==> config.mk <==
export PLATFORM = sky130hd
export DESIGN_NAME = ffas_controller
export DESIGN_NICKNAME = d
export VERILOG_FILES = /design/src/hdl/ffas_pkg.sv /design/src/hdl/ffas_controller.sv
export SDC_FILE = /design/constraint.sdc
export NUM_CORES = 1
export LEC_CHECK = 0
export BUFFER_PORTS_ARGS = -buffer_cell sky130_fd_sc_hd__buf_4
export CAP_MARGIN = 40
export CORE_MARGIN = 5
export CORE_UTILIZATION = 45
export CTS_BUF_LIST = sky130_fd_sc_hd__clkbuf_8
export DETAILED_ROUTE_END_ITERATION = 8
export PLACE_DENSITY = 0.77
export SLEW_MARGIN = 10
export SYNTH_ARGS = -nofsm -noshare
export SYNTH_HDL_FRONTEND = slang
export SYNTH_SLANG_ARGS = --single-unit
export TNS_END_PERCENT = 50
==> constraint.sdc <==
create_clock -name clock -period 2.6 [get_ports clock]
set_input_delay 0.26 -clock clock [delete_from_list [all_inputs] [get_ports clock]]
set_output_delay 0.26 -clock clock [all_outputs]
set_load 0.005 [all_outputs]
==> src/hdl/ffas_pkg.sv <==
// ----------------------------------------------------------------------------
// ffas_pkg
// shared constants and controller/datapath command and status types
// ----------------------------------------------------------------------------
package ffas_pkg;

   localparam int MAX_REGIONS = 64;
   localparam int IDX_W       = $clog2(MAX_REGIONS);
   localparam int CNT_W       = $clog2(MAX_REGIONS + 1);
   localparam int CUR_W       = 34;
   localparam int DVD_W       = 33;
   localparam int DIV_CNT_W   = $clog2(DVD_W + 1);

   localparam logic [2:0] ST_OK        = 3'd0;
   localparam logic [2:0] ST_TOO_BIG   = 3'd1;
   localparam logic [2:0] ST_NO_SPACE  = 3'd2;
   localparam logic [2:0] ST_NOT_FOUND = 3'd3;
   localparam logic [2:0] ST_FULL      = 3'd4;

   localparam logic REQ_ALLOC = 1'b0;
   localparam logic REQ_FREE  = 1'b1;

   typedef enum logic [3:0] {
      OP_NOP,
      OP_LOAD,
      OP_IDX_INC,
      OP_IDX_DEC,
      OP_CUR_END,
      OP_DIV_STEP,
      OP_ROUND,
      OP_PLACE_GAP,
      OP_PLACE_TAIL,
      OP_COMMIT_ALLOC,
      OP_COMMIT_FREE,
      OP_COUNT_DEC,
      OP_RESULT
   } dp_op_type;

   typedef enum logic [1:0] {
      RA_IDX,
      RA_IDX_M1,
      RA_IDX_P1
   } rd_sel_type;

   typedef enum logic [1:0] {
      WR_NONE,
      WR_MOVE,
      WR_NEW
   } wr_sel_type;

   typedef struct packed {
      dp_op_type  op;
      logic       mem_rd;
      rd_sel_type rd_sel;
      wr_sel_type wr_sel;
      logic       st_wr;
      logic [2:0] st;
   } ffas_cmd_type;

   typedef struct packed {
      logic is_free;
      logic too_big;
      logic full;
      logic empty;
      logic idx_lt_count;
      logic idx_gt_slot;
      logic idx_next_lt_count;
      logic gap_fits;
      logic tail_fits;
      logic match;
      logic div_last;
      logic out_free;
   } ffas_status_type;

endpackage

==> src/hdl/ffas_controller.sv <==
// ----------------------------------------------------------------------------
// ffas_controller
// sequencer for allocate and free scans, remainder steps, table shifts and result
// ----------------------------------------------------------------------------
module ffas_controller (
   input  logic                      clock,
   input  logic                      reset,
   input  logic                      req_valid,
   output logic                      req_stall,
   input  ffas_pkg::ffas_status_type sts,
   output ffas_pkg::ffas_cmd_type    cmd
);
   import ffas_pkg::*;

   typedef enum logic [4:0] {
      S_IDLE,
      S_CHECK,
      S_A_RD,
      S_A_EVAL,
      S_A_DIV,
      S_A_ROUND,
      S_A_NEXT,
      S_A_TAIL,
      S_A_SHIFT,
      S_A_SHW,
      S_A_INS,
      S_F_CHK,
      S_F_EVAL,
      S_F_SH,
      S_F_SHW,
      S_FIN
   } state_type;

   state_type state_ff, state_in;

   always_comb begin
      cmd      = '{op: OP_NOP, mem_rd: 1'b0, rd_sel: RA_IDX, wr_sel: WR_NONE,
                   st_wr: 1'b0, st: ST_OK};
      state_in = state_ff;
      case (state_ff)
         S_IDLE: begin
            if (req_valid) begin
               cmd.op   = OP_LOAD;
               state_in = S_CHECK;
            end
         end
         S_CHECK: begin
            if (sts.is_free) begin
               state_in = S_F_CHK;
            end else if (sts.too_big) begin
               cmd.st_wr = 1'b1;
               cmd.st    = ST_TOO_BIG;
               state_in  = S_FIN;
            end else if (sts.full) begin
               cmd.st_wr = 1'b1;
               cmd.st    = ST_FULL;
               state_in  = S_FIN;
            end else if (sts.empty) begin
               cmd.op   = OP_PLACE_TAIL;
               state_in = S_A_SHIFT;
            end else begin
               state_in = S_A_RD;
            end
         end
         S_A_RD: begin
            cmd.mem_rd = 1'b1;
            state_in   = S_A_EVAL;
         end
         S_A_EVAL: begin
            if (sts.gap_fits) begin
               cmd.op   = OP_PLACE_GAP;
               state_in = S_A_SHIFT;
            end else begin
               cmd.op   = OP_CUR_END;
               state_in = S_A_DIV;
            end
         end
         S_A_DIV: begin
            cmd.op = OP_DIV_STEP;
            if (sts.div_last) begin
               state_in = S_A_ROUND;
            end
         end
         S_A_ROUND: begin
            cmd.op   = OP_ROUND;
            state_in = S_A_NEXT;
         end
         S_A_NEXT: begin
            state_in = sts.idx_lt_count ? S_A_RD : S_A_TAIL;
         end
         S_A_TAIL: begin
            if (sts.tail_fits) begin
               cmd.op   = OP_PLACE_TAIL;
               state_in = S_A_SHIFT;
            end else begin
               cmd.st_wr = 1'b1;
               cmd.st    = ST_NO_SPACE;
               state_in  = S_FIN;
            end
         end
         S_A_SHIFT: begin
            if (sts.idx_gt_slot) begin
               cmd.mem_rd = 1'b1;
               cmd.rd_sel = RA_IDX_M1;
               state_in   = S_A_SHW;
            end else begin
               state_in = S_A_INS;
            end
         end
         S_A_SHW: begin
            cmd.wr_sel = WR_MOVE;
            cmd.op     = OP_IDX_DEC;
            state_in   = S_A_SHIFT;
         end
         S_A_INS: begin
            cmd.wr_sel = WR_NEW;
            cmd.op     = OP_COMMIT_ALLOC;
            cmd.st_wr  = 1'b1;
            cmd.st     = ST_OK;
            state_in   = S_FIN;
         end
         S_F_CHK: begin
            if (sts.idx_lt_count) begin
               cmd.mem_rd = 1'b1;
               state_in   = S_F_EVAL;
            end else begin
               cmd.st_wr = 1'b1;
               cmd.st    = ST_NOT_FOUND;
               state_in  = S_FIN;
            end
         end
         S_F_EVAL: begin
            if (sts.match) begin
               cmd.op   = OP_COMMIT_FREE;
               state_in = S_F_SH;
            end else begin
               cmd.op   = OP_IDX_INC;
               state_in = S_F_CHK;
            end
         end
         S_F_SH: begin
            if (sts.idx_next_lt_count) begin
               cmd.mem_rd = 1'b1;
               cmd.rd_sel = RA_IDX_P1;
               state_in   = S_F_SHW;
            end else begin
               cmd.op    = OP_COUNT_DEC;
               cmd.st_wr = 1'b1;
               cmd.st    = ST_OK;
               state_in  = S_FIN;
            end
         end
         S_F_SHW: begin
            cmd.wr_sel = WR_MOVE;
            cmd.op     = OP_IDX_INC;
            state_in   = S_F_SH;
         end
         S_FIN: begin
            if (sts.out_free) begin
               cmd.op   = OP_RESULT;
               state_in = S_IDLE;
            end
         end
         default: state_in = S_IDLE;
      endcase
   end

   always_ff @(posedge clock) begin
      if (reset) begin
         state_ff <= S_IDLE;
      end else begin
         state_ff <= state_in;
      end
   end

   assign req_stall = (state_ff != S_IDLE);

   a_load_only_idle: assert property (@(posedge clock) disable iff (reset)
      (cmd.op == OP_LOAD) |-> (state_ff == S_IDLE && req_valid))
      else $error("request latched outside idle");
   a_fin_to_idle: assert property (@(posedge clock) disable iff (reset)
      (cmd.op == OP_RESULT) |=> (state_ff == S_IDLE))
      else $error("result issued without return to idle");
   a_no_rw_clash: assert property (@(posedge clock) disable iff (reset)
      !(cmd.mem_rd && cmd.wr_sel != WR_NONE))
      else $error("table read and write in one cycle");

endmodule

==> impl_metrics.yaml <==
global_routing:
  grt_pass1_wl_mm: 4.06
  grt_use_met1_pct: 25.7
  grt_busiest_layer: "met2"
  met2_usage_pct: 29.6
  first_global_vias: 936
  grt_max_degree: 28
  met3_usage_pct: 3.79
  antenna_found_initial: 0
  grtUsageTotal_pct: 19.5
  grt-ovfl-total: 0
sta:
  min_period_over_period_pct: 86.4
  fmax_mhz: 445
  rsz0062_at_grt: "false"
  tns_ps: 0
  post-route-min-period_ps: 2250
  hold_viol: 0
  relSlewSlack_pct: 44.4
  max_slew.worst_pin.slew_ps: 832
  finalClockSkew_ps: 0.813
  setup-violations-final: 0
  finalMaxSlewViolations: 0
worst_setup_path:
  cp_data_arrival_time_ps: 1990
  crit_path_max_fanout: 27
  critPathKind: "register to output pin"
  r2r-end: "state_ff[2]"
  cp-start-kind: "register"
  cp.required_ps: 2340
  r2r_slack_ps: 680
  startpoint: "state_ff[3]"
  critical_path.endpoint: "cmd[3]"
  end_kind: "output pin"
  r2r_start: "state_ff[3]"
  reg2reg_depth: 5
power:
  p_leak_nw: 0.402
  powerDensity_mw_per_mm2: 1160
  vdd_ir_drop_max_mv: 0.774
synthesis:
  synth_edf_count: 0
  seq_area_frac_synth_pct: 10.5
  netlist_area_um2: 766
  synth.distinct_cells: 38
  avgSynthCellArea_um2: 6.33
  synth.ff_latch_count: 4
  syn_nets: 136
  async_reset_ff_share_pct: 0
  yosysWarnings: 0
  ys.flop_type: "dfxtp_1"
  syn-instance-count: 121
floorplanning:
  coreArea_mm2: 0.00167
  start_util_pct: 45.8
  die-height_um: 51.3
  rows: 15
  die-area_mm2: 0.00263
  die_x_um: 51.3
  io_pins: 29
clock_network:
  post_cts_buffers: 0
  cts_tree: "built"
  numCtsBuffers: 3
  cts_max_path_buffers: 2
  cts-root-buf: "clkbuf_8"
  clk_latency_ps: 210
  cts_hold_buf: 0
  cts_resized: 0
  h-tree-depth: 1
  clk_pin_slew_ps: 30
  cts.sink_count: 4
job:
  max-cap-violations: 0
drt:
  first_iter_violations: 45
  wire_per_inst_um: 15.9
  drc_errors: 0
  drt-total-wl_mm: 2.55
  dr.pass1.iters: 4
  vias: 1041
  avgViaCountPerCell: 6.51
  drtAntennaViolNets: 0
layout:
  syn2layout_area_growth_pct: 28.8
  largest_reg_flops: 4
  fin_nets: 160
  top_register: "state_ff"
  n_antenna_cell: 0
  fill_cells: 176
  largest_registers: "state_ff (4)"
  layout-drive-gt1-share_pct: 25.9
  stdcell_count: 160
place:
  gp_congestion: 0.961
  hpwl_mm: 1.91
  portBuffers: 28
  dp.cells: 157
outcome:
  run_status: "completed"
min_path:
  min_path_type: "input port to register"
## cell families after synthesis
logic type | share of synthesized area [%]
simple gates | 33.8
flops | 10.5
buf+inv | 11.8
compound gates | 42.5
mux | 1.47
## placed cells by master (no fill, tap or decap), drive strengths merged, types with 4 or more instances in the layout
master,n
nor2,11
o21ai,12
dfxtp,4
nand2b,5
nand2,11
nor3,7
inv,8
a21oi,8
o22ai,5
buf,29
nand3,4
## stage by stage
stage,hold slack [ps],cell area (µm²),utilization [%],setup slack (ps),power (mW)
after floorplan,329,766,-,1140,0.777
after global placement,460,945,56.6,677,0.990
after detailed placement,464,945,56.6,616,1.00
after CTS,246,986,59.0,399,1.13
after global routing,255,986,59.0,188,1.25
final,248,986,59.0,354,1.14
## cells in the mapped netlist (2+ instances only)
cell	count	area [µm²]
a32oi_1	2	17.5
and3_1	2	12.5
and2_1	2	12.5
o21bai_1	2	15.0
nor3b_1	2	15.0
buf_4	2	15.0
a31oi_1	3	18.8
dfxtp_1	4	80.1
nand3_1	4	20.0
a21oi_1	8	40.0
nand2_1	11	41.3
nor2b_1	3	18.8
buf_2	6	30.0
inv_1	8	30.0
o22ai_1	5	31.3
o31ai_1	2	15.0
o32ai_1	3	26.3
nor4_1	2	12.5
o21ai_0	12	60.1
nand2b_1	4	25.0
nor3_1	7	35.0
nor2_1	11	41.3
## report_power, final
group | internal (mW) | leakage [nW] | total, mW | switching [mW]
combinational | 0.375 | 0.348 | 0.747 | 0.372
sequential | 0.0931 | 0.0331 | 0.271 | 0.178
clock | 0.0981 | 0.0216 | 0.124 | 0.0258
## metal layers
layer,share of wire [%],routed length (µm)
met1,39,1010
met5,0,0
met4,3.2,81
met3,11,281
met2,46,1180
## cell type report
cell class / count / area, µm² / share of cell area (%)
Timing Repair Buffer: 29 / 218 / 22.1
Multi-Input combinational cell: 99 / 596 / 60.4
Sequential cell: 4 / 80.1 / 8.12
Inverter: 8 / 30.0 / 3.05
Clock buffer: 3 / 41.3 / 4.19
Tap cell: 17 / 21.3 / 2.16
## worst min-delay path by stage
stage	from	to	slack, ps	cells past startpoint
final	reset	state_ff[3]	250	2
after global routing	reset	state_ff[3]	260	2
after CTS	reset	state_ff[3]	250	2
after detailed placement	reset	state_ff[3]	460	2
after global placement	reset	state_ff[3]	460	2
after floorplan	reset	state_ff[3]	330	1
## critical path, cell delays in order (launching register included)
cell       delay, ps
dfxtp_1          850
nor2_1           180
a31o_2           300
o2bb2ai_2        130
a31o_1           190
buf_4            130
No activity file was read; power rests on OpenSTA's default activity.
